## src/rtl/card_number_luhn_classifier_macros.svh

```systemverilog
// Assertion macros used by the card number classifier top level.
`ifndef CARD_NUMBER_LUHN_CLASSIFIER_MACROS_SVH
`define CARD_NUMBER_LUHN_CLASSIFIER_MACROS_SVH

`ifndef SYNTHESIS

// Checks that an expression holds at every clock edge outside reset.
`define CLC_ASSERT_ALWAYS(label, expr) \
  label: assert property (@(posedge clk) disable iff (rst) (expr)) \
    else $error("clc assertion failed: invariant");

// Checks that a condition implies a consequence in the same cycle.
`define CLC_ASSERT_IMPLY(label, cond, conseq) \
  label: assert property (@(posedge clk) disable iff (rst) (cond) |-> (conseq)) \
    else $error("clc assertion failed: implication");

`else

`define CLC_ASSERT_ALWAYS(label, expr)
`define CLC_ASSERT_IMPLY(label, cond, conseq)

`endif

`endif

```

## src/rtl/clc_pkg.sv

```systemverilog
// Shared types, constants and helper functions for the card number classifier.
package clc_pkg;

  // Width of the binary card number.
  localparam int CARD_WIDTH = 54;
  // Number of decimal digit positions held by the converter.
  localparam int MAX_DIGITS = 17;
  localparam int BCD_WIDTH = MAX_DIGITS * 4;
  localparam int COUNT_WIDTH = 5;
  localparam int SUM_WIDTH = 8;

  // Accepted card lengths.
  localparam logic [COUNT_WIDTH-1:0] LEN_SHORT = 5'd13;
  localparam logic [COUNT_WIDTH-1:0] LEN_MID = 5'd15;
  localparam logic [COUNT_WIDTH-1:0] LEN_LONG = 5'd16;

  // Leading digit values used by the prefix rules.
  localparam logic [3:0] LEAD_THREE = 4'd3;
  localparam logic [3:0] LEAD_FOUR = 4'd4;
  localparam logic [3:0] LEAD_FIVE = 4'd5;
  localparam logic [3:0] LEAD_ONE = 4'd1;
  localparam logic [3:0] LEAD_SEVEN = 4'd7;

  // Result classification codes.
  typedef enum logic [1:0] {
    KIND_INVALID = 2'd0,
    KIND_ONE     = 2'd1,
    KIND_TWO     = 2'd2,
    KIND_THREE   = 2'd3
  } kind_t;

  // One beat moving down the conversion chain.
  typedef struct packed {
    logic                  vld;
    logic [CARD_WIDTH-1:0] bin;
    logic [BCD_WIDTH-1:0]  bcd;
  } stage_t;

  // Digit sum of twice a decimal digit.
  function automatic logic [3:0] luhn_double(input logic [3:0] d);
    logic [4:0] p;
    begin
      p = {d, 1'b0};
      if (p >= 5'd10) begin
        luhn_double = 4'(p - 5'd9);
      end else begin
        luhn_double = p[3:0];
      end
    end
  endfunction

  // True when a digit sum is a multiple of ten.
  function automatic logic is_mult10(input logic [SUM_WIDTH-1:0] s);
    logic hit;
    begin
      hit = 1'b0;
      for (int k = 0; k < 26; k++) begin
        if (s == SUM_WIDTH'(k * 10)) begin
          hit = 1'b1;
        end
      end
      is_mult10 = hit;
    end
  endfunction

endpackage

```

## src/rtl/clc_dabble_cell.sv

```systemverilog
// One cell of the binary to BCD chain: adjusts all digits and shifts in one bit.
module clc_dabble_cell (
  input  logic            clk,
  input  logic            rst,
  input  logic            en,
  input  clc_pkg::stage_t cur,
  output clc_pkg::stage_t nxt
);

  clc_pkg::stage_t              stage_next;
  clc_pkg::stage_t              stage;
  logic [clc_pkg::BCD_WIDTH-1:0] adj;

  // Add three to every digit of five or more, then shift the next bit in.
  always_comb begin
    logic [3:0] dig;
    dig = 4'd0;
    for (int i = 0; i < clc_pkg::MAX_DIGITS; i++) begin
      dig = cur.bcd[i*4 +: 4];
      adj[i*4 +: 4] = (dig >= 4'd5) ? 4'(dig + 4'd3) : dig;
    end
    stage_next.vld = cur.vld;
    stage_next.bin = {cur.bin[clc_pkg::CARD_WIDTH-2:0], 1'b0};
    stage_next.bcd = {adj[clc_pkg::BCD_WIDTH-2:0], cur.bin[clc_pkg::CARD_WIDTH-1]};
  end

  // The valid bit resets; the payload moves whenever the chain advances.
  always_ff @(posedge clk) begin
    if (rst) begin
      stage.vld <= 1'b0;
    end else if (en) begin
      stage.vld <= stage_next.vld;
    end
    if (en) begin
      stage.bin <= stage_next.bin;
      stage.bcd <= stage_next.bcd;
    end
  end

  assign nxt = stage;

endmodule

```

## config.mk

```make
export PLATFORM = sky130hd
export DESIGN_NAME = clc_dabble_cell
export DESIGN_NICKNAME = d
export VERILOG_FILES = /design/src/rtl/card_number_luhn_classifier_macros.svh /design/src/rtl/clc_pkg.sv /design/src/rtl/clc_dabble_cell.sv
export SDC_FILE = /design/constraint.sdc
export NUM_CORES = 1
export LEC_CHECK = 0
export BUFFER_PORTS_ARGS = -buffer_cell sky130_fd_sc_hd__buf_2
export CORE_ASPECT_RATIO = 1.75
export CORE_MARGIN = 1
export CORE_UTILIZATION = 30
export CTS_BUF_LIST = sky130_fd_sc_hd__clkbuf_8 sky130_fd_sc_hd__clkbuf_16
export CTS_CLUSTER_DIAMETER = 60
export DETAILED_ROUTE_END_ITERATION = 7
export HOLD_SLACK_MARGIN = 0.1
export PLACE_DENSITY = 0.66
export SETUP_SLACK_MARGIN = 0.1
export SLEW_MARGIN = 40
export SYNTH_ARGS = -nofsm -noshare
export SYNTH_HDL_FRONTEND = slang
export SYNTH_SLANG_ARGS = --single-unit
```

## constraint.sdc

```tcl
create_clock -name clk -period 1.2 [get_ports clk]
set_input_delay 0.06 -clock clk [delete_from_list [all_inputs] [get_ports clk]]
set_output_delay 0.06 -clock clk [all_outputs]
set_load 0.05 [all_outputs]
```

Word level (Yosys, flattened, before mapping)

Cells that the tools add are included.

Register bits after elaboration: 122
Latch bits: 0
RAM bits: 0
ROM bits: 0
Word-level logic and storage cells: 54
Memories kept: 0

$add $sub $neg: 17
Multipliers: 0
Divide/modulo/power cells: 0
Order comparisons: 17
Equality and inequality tests: 0
Shift operators: 0
Mux-type cells: 17
Bitwise logic cells: 0
Reductions and logical operators: 0

Operators by type and width:

| cell                                                                  | number |
|---|---|
| 4-bit by 3-bit >= comparator with 1-bit output, second input constant | 17 |
| 4-bit by 2-bit adder with 4-bit output, second input constant         | 16 |
| 4-bit 2-to-1 mux                                                      | 16 |
| 3-bit by 2-bit adder with 3-bit output, second input constant         | 1 |
| 3-bit 2-to-1 mux                                                      | 1 |

Logic depth before layout (Yosys ltp)

Word-level depth: 2
Gate-level depth with buffers: 5
Depth with buffers taken out: 5

Worst setup path before layout

Ideal clock, no wire load.

Path type: input to register
From: input cur[9] in the netlist's numbering
To: register stage, in the netlist nxt[10], data pin
Library setup time: 0.261 ns
Arrival time: 0.679 ns
Slack: 0.261 ns
Cell stages on the path: 5
Buffers on the path: 0
Path through: inv_1 -> ha_1 -> nand2b_1 -> a21oi_2 -> mux2i_1

Longest elaborated chain between the ends: 2

RTL lines:

| what                                                                                                     | RTL line              | RTL |
|---|---|---|
| start, declared                                                                                          | clc_dabble_cell.sv:6  | `input clc_pkg::stage_t cur,` |
| 4-bit by 2-bit adder with 4-bit output or 4-bit by 3-bit >= comparator with 1-bit output (tied branches) | clc_dabble_cell.sv:20 | `adj[i*4 +: 4] = (dig >= 4'd5) ? 4'(dig + 4'd3) : dig;` |
| 4-bit 2-to-1 mux *                                                                                       | clc_dabble_cell.sv:20 |  |
| named net adj, one bit                                                                                   | clc_dabble_cell.sv:12 | `logic [clc_pkg::BCD_WIDTH-1:0] adj;` |
| end, declared                                                                                            | clc_dabble_cell.sv:11 | `clc_pkg::stage_t stage;` |

Mark *: on every way through the listed nets, which the timed path passes. The rest lies on a longest branch.
A chain may end at the register's enable or synchronous reset.

Final worst setup path

From: register stage, in the netlist nxt[45]
To: output nxt[45] in the netlist's numbering

RTL lines:

| what          | RTL line             | RTL |
|---|---|---|
| end, declared | clc_dabble_cell.sv:7 | `output clc_pkg::stage_t nxt` |

No word-level cell between the ends.

==> metrics.cfg <==
[status]
outcome = completed

[cts]
htreeDepth = 4
cts_buffer_depth = 2
cts_buffers = 17
cts_root_buf = clkbuf_16
cts_tree = built
path_clk_slew_ns = 0.06
clkSinkCount = 122
clock_latency_ns = 0.41

[placement]
gp_congestion = 0.729
dp.cells = 874
dp_slack_ns = 0.0278
placed_cell_area_sq_um = 6960
io_buffer_count = 247
dp_hpwl_mm = 9.54

[power]
p_leak_uw = 0.00403
p_clk_share_pct = 38.1
p_comb_share_pct = 23.2
vdd_drop_max_uv = 821
p_int_uw = 9480
p_switching_uw = 4120
swShare_pct = 30.3
power_density_nw_per_um2 = 1490
p_seq_share_pct = 38.7

[final_layout]
post-route-util_pct = 52.1
layoutNonFillerInstCount = 1046
areaGrowthSynthToFinish_pct = 69.9
largest_reg_flops = 122
final_nets = 961
drive_gt1_share_pct = 36.7
fin_area_sq_um = 9140

[floorplanning]
die_y_um = 179
die-width_um = 103
start_util_pct = 30.7
rows = 64
die_area_sq_um = 18500
core-area_sq_um = 17500
ios = 249

[sta]
maxSlewViolCount = 0
worst_slack_ns = 0.0904
fin_worst_skew_ns = 0
rsz0062_at_grt = true
finalCritPeriodShare_pct = 92.5
finalHoldViolCount = 0
fmax_mhz = 901
final-setup-viol-count = 0
fin_crit_ns = 1.11
tns_ns = 0

[drt]
drtIter0Drc = 135
ant_nets = 0
wirelength_mm = 14.1
drc = 0
num_vias = 4368
avgRoutedWirePerCell_um = 13.5
viasPerCell = 4.18
drtPass1Iterations = 5

[min_path]
hold_class = input pin to register
hold_start = en
hold_end = nxt[116]
hold_depth = 2

[logic_synthesis]
yosys-top-cells-area = edfxtp_1 (68%), ha_1 (7.9%), nand2_1 (4.7%)
avgSynthCellArea_sq_um = 13.7
synthesis.nets = 554
synth-seq-cells = 122
synth_top_area_share_pct = 67.5
yosys.area.top_type = edfxtp_1
synth_warnings = 0
synth_cell_types = 14
syn-instance-count = 394
ys_seq_area_share_pct = 67.9
syn_area_sq_um = 5380

[worst_setup_path]
path_class = register to output port
crit_family = flip-flops
cp_max_fo = 1
required_ns = 1.14
r2r-end = nxt[122]
path_buf_inv = 1
cpPeakStageDelay_ns = 0.45
crit_chain = buf_6
r2r_cells = 2
ff2ff_setup_slack_ns = 0.59
setup.worst_path.start_class = register
end_kind = output port
r2r-start = nxt[122]
cp.arrival_ns = 1.05
crit_slowest_cell = edfxtp_1
crit_cells = 1

[global_route]
overflow = 0
grtUsageTotal_pct = 15.2
grt_max_degree = 59
grt_antenna_before_repair = 0
grt_first_pass_wirelength_mm = 20.6
grt_pass1_vias = 4368

[flow_run]
cap_violations = 0

## layer usage
metal	vias up	global-route usage, %	share of wire [%]
met3	32	4.21	4.7
met5	-	0	0
met2	154	27.7	56
met1	1995	15.3	36
li1	2187	-	-
met4	0	8.33	3.7
## per-stage QoR
stage,power [uW],hold slack (ns)
after CTS,13700,0.102
final,13600,0.113
after detailed placement,8010,0.237
after global placement,7970,0.236
after floorplan,7150,0.132
after global routing,14100,0.114
## layout by cell type (no fill, tap or decap), drive strengths merged, types with 17 or more instances in the layout
cell type and count:
inv 35, mux2i 18, edfxtp 121, buf 238, nand2 67, ha 34, nand2b 33, a21oi 17
o21ai 32, nor2 18, xnor2 17, dlygate4sd3 139, clkbuf 29
## what timing repair did
action | in CTS | in global routing
endpoints found under the setup margin | 9 | 53
pin swaps | 0 | 0
hold endpoints to repair | 122 | 0
hold buffers | 139 | 0
buffers inserted | 0 | 0
resized for setup | 12 | 92
## kinds of logic (layout without fill, tap and decap cells)
family / after synthesis / after routing / synth area share (%)
and+or+nand+nor: 118 / 118 / 9.77
AOI/OAI and AO/OA: 49 / 49 / 5.74
buffers and inverters: 35 / 455 / 2.51
adders and majority gates: 34 / 34 / 7.91
DFF: 122 / 122 / 67.9
xor gates and xnor gates: 17 / 17 / 2.77
other: 1 / 2 / 0.0697
muxes: 18 / 18 / 3.35
## synthesized netlist by cell type
cell type    n
o21ai_0     16
dfxtp_1      1
edfxtp_1   121
xnor2_1     17
o21ai_1     16
ha_1        34
conb_1       1
mux2i_1     18
nor2_1      18
nand2b_1    33
nand2_1     67
inv_1       34
a21oi_2     17
buf_4        1
## final cells by class
| type | instances | area [sq um] |
|---|---|---|
| antenna | 1 | 2.50 |
| clock buffer | 17 | 425 |
| clock inverter | 15 | 176 |
| fill | 1525 | 8400 |
| inverter | 34 | 128 |
| multi-input combinational | 237 | 1590 |
| sequential | 122 | 3650 |
| tap | 231 | 289 |
| timing repair buffer | 389 | 2870 |
## how the worst max path moves through the flow
stage	slack, ns	from	endpoint
finish	0.09	nxt[45]	nxt[45]
global route	0.06	nxt[77]	nxt[77]
CTS	0.08	nxt[45]	nxt[45]
detailed placement	0.03	cur[41]	nxt[42]
global placement	0.07	cur[37]	nxt[38]
floorplan	0.26	cur[9]	nxt[10]
## power groups by stage
stage | clock network [uW] | logic (uW) | registers [uW]
after floorplan | 0 | 413 | 6740
final | 5190 | 3150 | 5270
after global placement | 0 | 2650 | 5330
after CTS | 5390 | 3050 | 5250
after detailed placement | 0 | 2670 | 5340
after global routing | 5510 | 3330 | 5310
Power figures use the tool's default switching activity.
