$ cat src/rtl/card_number_luhn_classifier_macros.svh
// Assertion macros used by the card number classifier top level.
`ifndef CARD_NUMBER_LUHN_CLASSIFIER_MACROS_SVH
`define CARD_NUMBER_LUHN_CLASSIFIER_MACROS_SVH

`ifndef SYNTHESIS

// Checks that an expression holds at every clock edge outside reset.
`define CLC_ASSERT_ALWAYS(label, expr) \
  label: assert property (@(posedge clk) disable iff (rst) (expr)) \
    else $error("clc assertion failed: invariant");

// Checks that a condition implies a consequence in the same cycle.
`define CLC_ASSERT_IMPLY(label, cond, conseq) \
  label: assert property (@(posedge clk) disable iff (rst) (cond) |-> (conseq)) \
    else $error("clc assertion failed: implication");

`else

`define CLC_ASSERT_ALWAYS(label, expr)
`define CLC_ASSERT_IMPLY(label, cond, conseq)

`endif

`endif

$ cat src/rtl/clc_pkg.sv
// Shared types, constants and helper functions for the card number classifier.
package clc_pkg;

  // Width of the binary card number.
  localparam int CARD_WIDTH = 54;
  // Number of decimal digit positions held by the converter.
  localparam int MAX_DIGITS = 17;
  localparam int BCD_WIDTH = MAX_DIGITS * 4;
  localparam int COUNT_WIDTH = 5;
  localparam int SUM_WIDTH = 8;

  // Accepted card lengths.
  localparam logic [COUNT_WIDTH-1:0] LEN_SHORT = 5'd13;
  localparam logic [COUNT_WIDTH-1:0] LEN_MID = 5'd15;
  localparam logic [COUNT_WIDTH-1:0] LEN_LONG = 5'd16;

  // Leading digit values used by the prefix rules.
  localparam logic [3:0] LEAD_THREE = 4'd3;
  localparam logic [3:0] LEAD_FOUR = 4'd4;
  localparam logic [3:0] LEAD_FIVE = 4'd5;
  localparam logic [3:0] LEAD_ONE = 4'd1;
  localparam logic [3:0] LEAD_SEVEN = 4'd7;

  // Result classification codes.
  typedef enum logic [1:0] {
    KIND_INVALID = 2'd0,
    KIND_ONE     = 2'd1,
    KIND_TWO     = 2'd2,
    KIND_THREE   = 2'd3
  } kind_t;

  // One beat moving down the conversion chain.
  typedef struct packed {
    logic                  vld;
    logic [CARD_WIDTH-1:0] bin;
    logic [BCD_WIDTH-1:0]  bcd;
  } stage_t;

  // Digit sum of twice a decimal digit.
  function automatic logic [3:0] luhn_double(input logic [3:0] d);
    logic [4:0] p;
    begin
      p = {d, 1'b0};
      if (p >= 5'd10) begin
        luhn_double = 4'(p - 5'd9);
      end else begin
        luhn_double = p[3:0];
      end
    end
  endfunction

  // True when a digit sum is a multiple of ten.
  function automatic logic is_mult10(input logic [SUM_WIDTH-1:0] s);
    logic hit;
    begin
      hit = 1'b0;
      for (int k = 0; k < 26; k++) begin
        if (s == SUM_WIDTH'(k * 10)) begin
          hit = 1'b1;
        end
      end
      is_mult10 = hit;
    end
  endfunction

endpackage

$ cat src/rtl/clc_grade.sv
// Digit count, Luhn sum and prefix classification over the converted digits.
module clc_grade (
  input  logic                            clk,
  input  logic                            rst,
  input  logic                            en,
  input  clc_pkg::stage_t                 cur,
  output logic                            result_valid,
  output logic [1:0]                      card_kind,
  output logic                            checksum_ok,
  output logic [clc_pkg::COUNT_WIDTH-1:0] digit_total
);

  logic [3:0]                      dg [clc_pkg::MAX_DIGITS];
  logic [clc_pkg::COUNT_WIDTH-1:0] count_next;
  logic [clc_pkg::SUM_WIDTH-1:0]   even_next;
  logic [clc_pkg::SUM_WIDTH-1:0]   odd_next;
  logic                            pre_one_next;
  logic                            pre_two_next;
  logic                            pre_short_next;
  logic                            pre_long_next;

  logic                            vld_a;
  logic [clc_pkg::COUNT_WIDTH-1:0] count_a;
  logic [clc_pkg::SUM_WIDTH-1:0]   even_a;
  logic [clc_pkg::SUM_WIDTH-1:0]   odd_a;
  logic                            pre_one_a;
  logic                            pre_two_a;
  logic                            pre_short_a;
  logic                            pre_long_a;

  logic [clc_pkg::SUM_WIDTH-1:0]   total;
  logic                            ok_next;
  clc_pkg::kind_t                  kind_next;

  // Split the BCD word into digits, least significant first.
  always_comb begin
    for (int i = 0; i < clc_pkg::MAX_DIGITS; i++) begin
      dg[i] = cur.bcd[i*4 +: 4];
    end
  end

  // First stage: count, two partial Luhn sums and prefix flags.
  always_comb begin
    count_next = '0;
    even_next = '0;
    odd_next = '0;
    for (int i = 0; i < clc_pkg::MAX_DIGITS; i++) begin
      if (dg[i] != 4'd0) begin
        count_next = clc_pkg::COUNT_WIDTH'(i + 1);
      end
      if ((i % 2) == 0) begin
        even_next = clc_pkg::SUM_WIDTH'(even_next + clc_pkg::SUM_WIDTH'(dg[i]));
      end else begin
        odd_next = clc_pkg::SUM_WIDTH'(odd_next
                   + clc_pkg::SUM_WIDTH'(clc_pkg::luhn_double(dg[i])));
      end
    end
    // Leading digits sit at fixed positions for each accepted length.
    pre_one_next = (dg[14] == clc_pkg::LEAD_THREE) &&
                   ((dg[13] == clc_pkg::LEAD_FOUR) || (dg[13] == clc_pkg::LEAD_SEVEN));
    pre_two_next = (dg[15] == clc_pkg::LEAD_FIVE) &&
                   (dg[14] >= clc_pkg::LEAD_ONE) && (dg[14] <= clc_pkg::LEAD_FIVE);
    pre_short_next = (dg[12] == clc_pkg::LEAD_FOUR);
    pre_long_next = (dg[15] == clc_pkg::LEAD_FOUR);
  end

  always_ff @(posedge clk) begin
    if (rst) begin
      vld_a <= 1'b0;
    end else if (en) begin
      vld_a <= cur.vld;
    end
  end

  always_ff @(posedge clk) begin
    if (en) begin
      count_a <= count_next;
      even_a <= even_next;
      odd_a <= odd_next;
      pre_one_a <= pre_one_next;
      pre_two_a <= pre_two_next;
      pre_short_a <= pre_short_next;
      pre_long_a <= pre_long_next;
    end
  end

  // Second stage: final sum, mod-10 test and classification.
  always_comb begin
    total = clc_pkg::SUM_WIDTH'(even_a + odd_a);
    ok_next = clc_pkg::is_mult10(total);
    kind_next = clc_pkg::KIND_INVALID;
    if (ok_next) begin
      if (pre_one_a && (count_a == clc_pkg::LEN_MID)) begin
        kind_next = clc_pkg::KIND_ONE;
      end else if (pre_two_a && (count_a == clc_pkg::LEN_LONG)) begin
        kind_next = clc_pkg::KIND_TWO;
      end else if ((pre_short_a && (count_a == clc_pkg::LEN_SHORT)) ||
                   (pre_long_a && (count_a == clc_pkg::LEN_LONG))) begin
        kind_next = clc_pkg::KIND_THREE;
      end
    end
  end

  always_ff @(posedge clk) begin
    if (rst) begin
      result_valid <= 1'b0;
    end else if (en) begin
      result_valid <= vld_a;
    end
  end

  always_ff @(posedge clk) begin
    if (en) begin
      card_kind <= kind_next;
      checksum_ok <= ok_next;
      digit_total <= count_a;
    end
  end

endmodule

$ cat config.mk
export PLATFORM = sky130hd
export DESIGN_NAME = clc_grade
export DESIGN_NICKNAME = d
export VERILOG_FILES = /design/src/rtl/card_number_luhn_classifier_macros.svh /design/src/rtl/clc_pkg.sv /design/src/rtl/clc_grade.sv
export SDC_FILE = /design/constraint.sdc
export NUM_CORES = 1
export LEC_CHECK = 0
export BUFFER_PORTS_ARGS = -buffer_cell sky130_fd_sc_hd__buf_2
export CAP_MARGIN = 30
export CORE_UTILIZATION = 30
export CTS_CLUSTER_SIZE = 24
export DETAILED_ROUTE_END_ITERATION = 10
export SLEW_MARGIN = 20
export SYNTH_ARGS = -nofsm -noshare
export SYNTH_HDL_FRONTEND = slang
export SYNTH_SLANG_ARGS = --single-unit
$ cat constraint.sdc
create_clock -name clk -period 6.05 [get_ports clk]
set_input_delay 1.815 -clock clk [delete_from_list [all_inputs] [get_ports clk]]
set_output_delay 1.815 -clock clk [all_outputs]
set_load 0.02 [all_outputs]
## Word level (Yosys, flattened, before mapping)

Cells that the tools add are included.

| word-level totals | value |
|---|---|
| register bits after elaboration | 35 |
| output and inout bits | 9 |
| logic and storage cells | 165 |

| operators by class | value |
|---|---|
| add/subtract/negate cells | 24 |
| magnitude comparators | 10 |
| equal/unequal tests | 34 |
| muxes and demuxes | 53 |
| bitwise operators | 1 |
| reductions and logical operators | 29 |

Operators with widths:

| operator | number |
|---|---|
| == test 8 bit, second input constant | 13 |
| two-way mux 5 bit | 14 |
| nonzero test 4 bit | 17 |
| adder 8 x 4 -> 8 bit | 7 |
| == test 8 x 7 -> 1 bit, second input constant | 6 |
| greater-or-equal comparator 5 x 4 -> 1 bit, second input constant | 8 |
| two-way mux 4 bit | 8 |
| subtractor 4 bit, second input constant | 8 |
| two-way mux 1 bit | 29 |
| == test 8 x 6 -> 1 bit, second input constant | 3 |
| == test 4 x 3 -> 1 bit, second input constant | 5 |
| adder 7 x 4 -> 8 bit | 2 |
| == test 8 x 5 -> 1 bit, second input constant | 2 |
| adder 6 x 4 -> 7 bit | 2 |
| adder 5 x 4 -> 6 bit | 2 |
| adder 4 x 4 -> 5 bit | 2 |
| == test 5 x 4 -> 1 bit, second input constant | 2 |
| adder 8 bit | 1 |
| == test 8 x 4 -> 1 bit, second input constant | 1 |
| zero test 8 bit | 1 |
| logical AND 1 bit | 7 |
| == test 5 bit, second input constant | 1 |
| == test 4 x 2 -> 1 bit, second input constant | 1 |
| greater-or-equal comparator 4 x 1 -> 1 bit, second input constant | 1 |
| 5 further kinds | 8 |

## Depth between registers and ports, before layout

| depth | value |
|---|---|
| depth after elaboration | 30 |
| depth in mapped cells | 17 |

## Least setup slack after synthesis

Ideal clock, no wire load.

| timing path | value |
|---|---|
| kind | input -> register |
| from | input port cur[37] (netlist bit) |
| to | register odd_a[4] (netlist bit) (data pin) |
| setup time | 0.258 ns |
| arrival | 5.524 ns |
| data required time | 5.792 ns |
| slack | 0.269 ns |
| stages | 14 |
| cell sequence | inv_1 -> ha_1 -> nand2b_1 -> a21oi_1 -> mux2_2 -> fa_1 -> inv_1 -> fa_1 -> fa_1 -> fa_1 -> ha_1 -> inv_1 -> fa_1 -> xnor2_1 |

| between the ends | value |
|---|---|
| longest elaborated chain between the ends | 6 |
| elaborated cells between the ends (all ways) | 7 |

RTL lines:

| what | RTL line | text |
|---|---|---|
| from (decl) | clc_grade.sv:6 | `input clc_pkg::stage_t cur,` |
| subtractor 4 bit or greater-or-equal comparator 5 x 4 -> 1 bit (tied branches) | clc_pkg.sv:45, clc_pkg.sv:44 |  |
| two-way mux 4 bit (*) | clc_pkg.sv:44 | `if (p >= 5'd10) begin` |
| adder 7 x 4 -> 8 bit (*) | clc_grade.sv:55 | `+ clc_pkg::SUM_WIDTH'(clc_pkg::luhn_double(dg[i])));` |
| adder 8 x 4 -> 8 bit (*) (3 in series) | clc_grade.sv:55 |  |
| via odd_next, one bit | clc_grade.sv:16 | `logic [clc_pkg::SUM_WIDTH-1:0] odd_next;` |
| to (signal assigned) | clc_grade.sv:79 | `odd_a <= odd_next;` |
| to (decl) | clc_grade.sv:25 | `logic [clc_pkg::SUM_WIDTH-1:0] odd_a;` |

Mark *: on every way through the listed nets, which the timed path passes. The rest lies on a longest branch.
A chain may end at the register's enable or synchronous reset.

## Worst setup path in the final report

| timing path | value |
|---|---|
| from | input port cur[37] (netlist bit) |
| to | register odd_a[6] (netlist bit) (data pin) |

Same word-level chain as after synthesis.

==> impl_results.md <==
* FF/Latch Area at 1000 um^2
* Worst EP required at approximately 6200 ps
* Drt wl/cell at approximately 15 um
* Share of post-route cells with drive strength above 1 at 20.7%
* Die Height at 123 um
* # hold bufs at CTS at 0
* Gate count after technology mapping at 443
* Initial antenna violation count at 2
* Placer Congestion at 0.852
* CTS Buffer Depth at 2
* Synth top area cells: fa_1 23%, edfxtp_1 22%, ha_1 12%, inv_1 4.6%, a21oi_1 3.7%
* Setup-failing EPs final at 0
* Cell Area, Synth at approximately 4400 um^2
* Sequential Power Share at 14.1%
* Comb pwr share at approximately three quarters
* Net Sw Frac at 47.2%
* CP startpoint kind: input port
* Worst Path Arrival at 5920 ps
* Top FF cell, synth: edfxtp_1
* Sequential-to-total area share from yosys stat at between 20% and 30%
* PwrDens at 569 nW/um^2
* Placed cells at 704
* Post-cts sizing count at 0
* Mean Syn Cell Area at 9.90 um^2
* Core area at between 10,000 and 15,000 um^2
* Pleak at 2.30 nW
* Worst Setup End Kind: flop
* FFs w/ async S/R, synth at 0%
* Max-cap viol count at 0
* GR Overflow Total at 0
* Number of global-route vias before repair at 3,512
* Clock share of power at 11.1%
* Fin area at 5220 um^2
* Critical path fanouts, max at 4
* Final hold violation count at 0
* Worst-path clk slew at 60 ps
* Number of clock sinks at 34
* Fin. max-slew vios at 0
* Flops & latches, synth at 34
* HPWL Detailed at 9220 um
* Synth warnings at 0
* Net Sw Power at about 0.0014 W
* Largest net degree at the start of global routing at 35
* Tcrit/Tclk final at 95.6%
* Fill cell count at around 1,400
* Setup WS pre-CTS at -66.5 ps
* Area occupied by multi-input gates at 3130 um^2
* Worst Clk Skew at 3.23 ps
* DR vias/cell at 4.91
* Slew HR at 50.4%
* Top achievable clock speed at 173 MHz
* TritonRoute pass-1 iters at 5
* EDFF count, synth at 32
* Yosys cell types at 64
* HP Class: flop to flop
* Port bufs at 80
* TritonCTS clock tree: yes
* Mapped Nets at around 660
* CTS Buf Count at 5
* Total track usage at between 10% and 20%
* Vias at around 3,500
* Iter 0 DRT Violations at 203
* Drt total wl at 10,500 um
* Fin crit period at 5790 ps
* Worst skew pair latency at 270 ps
* P_int at 0.00157 W
* Post-synth top area cell: fa_1
* Synth top area share at 22.8%
* Critical path class: input port to flop
* # rows at 43
* DRT antenna net count at 0
* Post-CTS Setup Bufs at 0
* Die width at around 120 um
* First-pass GRT wire length at roughly 17,000 um
* Worst vdd ir at 0.239 mV
* Area Overhead vs Synth at 19.0%
* Worst Slack Setup Final at 265 ps
* Post-DP Area at 5020 um^2
* DRC violations left at 0
* H-tree lvl count at 2
* RSZ-0062 raised after global routing: no
* Num ports at around 140
* Die footprint at 15,100 um^2
* Post-layout net count at 749
* CTS Root Cell: clkbuf_16
* Starting Density at 31.1%
* Status: finished clean
* Worst slew pin tran at 744 ps
* Final Non-Filler Cells at between 700 and 800
==> power groups by stage <==
stage               combinational, W  clock, W  sequential, W
CTS                          0.00221  0.000337       0.000421
floorplan                    0.00174         0       0.000429
global route                 0.00249  0.000346       0.000427
detailed placement           0.00220         0       0.000425
finish                       0.00222  0.000331       0.000420
global placement             0.00218         0       0.000424
==> worst max-delay path, stage by stage <==
cell and delay (ps):
buf_2 90, inv_1 80, ha_1 210, nand2b_1 70
a21oi_1 210, mux2_2 380, fa_1 530, inv_1 70
fa_1 460, fa_1 530, fa_1 560, ha_1 170
inv_1 50, fa_1 390, nor2b_1 120, o21ai_0 70
nand2b_1 110
==> layer usage <==
layer | part of all wire [%] | up-vias | GRT usage [%] | routed length, um
li1 | - | 1737 | - | -
met1 | 45 | 1655 | 17.7 | 4680
met2 | 49 | 101 | 25.7 | 5150
met3 | 4.1 | 16 | 1.75 | 432
met4 | 2.0 | 0 | 3.58 | 204
met5 | 0 | - | 0 | 0
==> state kept, by name, summed over array words and instances (netlist names) <==
register      flops
even_a            8
result_valid      1
digit_total       5
pre_long_a        1
card_kind         2
pre_two_a         1
count_a           5
pre_one_a         1
checksum_ok       1
odd_a             7
pre_short_a       1
vld_a             1
==> final cells by class <==
class	instances	area share [%]
Clock buffer	5	2.40
Multi-Input combinational cell	348	60.0
Clock inverter	3	1.32
Inverter	54	3.88
Tap cell	180	4.32
Sequential cell	34	19.2
Antenna cell	2	0.0959
Timing Repair Buffer	88	8.82
==> cell families after synthesis <==
family / synth area share [%]
adders and majority gates: 34.8
AOI/OAI and AO/OA: 15.9
buffers and inverters: 5.82
muxes: 1.85
and+or+nand+nor: 15.1
xor gates and xnor gates: 3.79
DFF: 22.8
==> final timing paths <==
kind	start	end	slack (ps)	cells after the start
worst max-delay path	cur[37]	odd_a[6]	260	17
worst min-delay path	count_a[4]	digit_total[4]	470	0
worst max register to register	odd_a[0]	card_kind[0]	2740	9
worst min register to register	count_a[4]	digit_total[4]	470	0
==> cell usage in the layout (no fill, tap or decap), types with 7 or more instances in the layout <==
master / instances
a211oi_1: 7
a21oi_1: 32
a31oi_1: 8
buf_2: 80
buf_4: 8
edfxtp_1: 32
fa_1: 50
ha_1: 42
inv_1: 54
mux2i_1: 7
nand2_1: 39
nand2b_1: 11
nor2_1: 26
nor4_1: 9
o21ai_0: 16
xnor2_1: 18
==> metrics by stage <==
step / total power (W) / hold WS [ps] / setup TNS [ps] / util [%]
finish: 0.00297 / 473 / 0 / 37.0
CTS: 0.00297 / 479 / 0 / 37.0
global route: 0.00326 / 493 / 0 / 37.0
floorplan: 0.00216 / 434 / 0 / -
global placement: 0.00260 / 468 / 0 / 35.6
detailed placement: 0.00262 / 467 / -98.2 / 35.6
==> cell usage after synthesis (2+ instances only) <==
library cell and instances:
and3_1 4, a21oi_1 32, buf_2 2, a221o_1 3, nand2b_1 11, a21o_2 2
nand2_1 39, xnor2_1 18, o21ai_0 16, nor3_1 5, mux2i_1 7, ha_1 42
inv_1 54, fa_1 50, a31oi_1 8, nor2b_1 6, or2_2 2, o21a_1 3
edfxtp_1 32, a31o_2 2, or4_1 3, nand3_1 5, a211oi_1 7, buf_6 3
a221oi_2 2, a211o_1 2, nor4_1 9, a32oi_1 2, dfxtp_1 2, nor2_1 26
a21o_1 3, and2_1 3, nand4_1 2, nor3b_1 4, o211ai_1 3
Power figures use the tool's default switching activity.
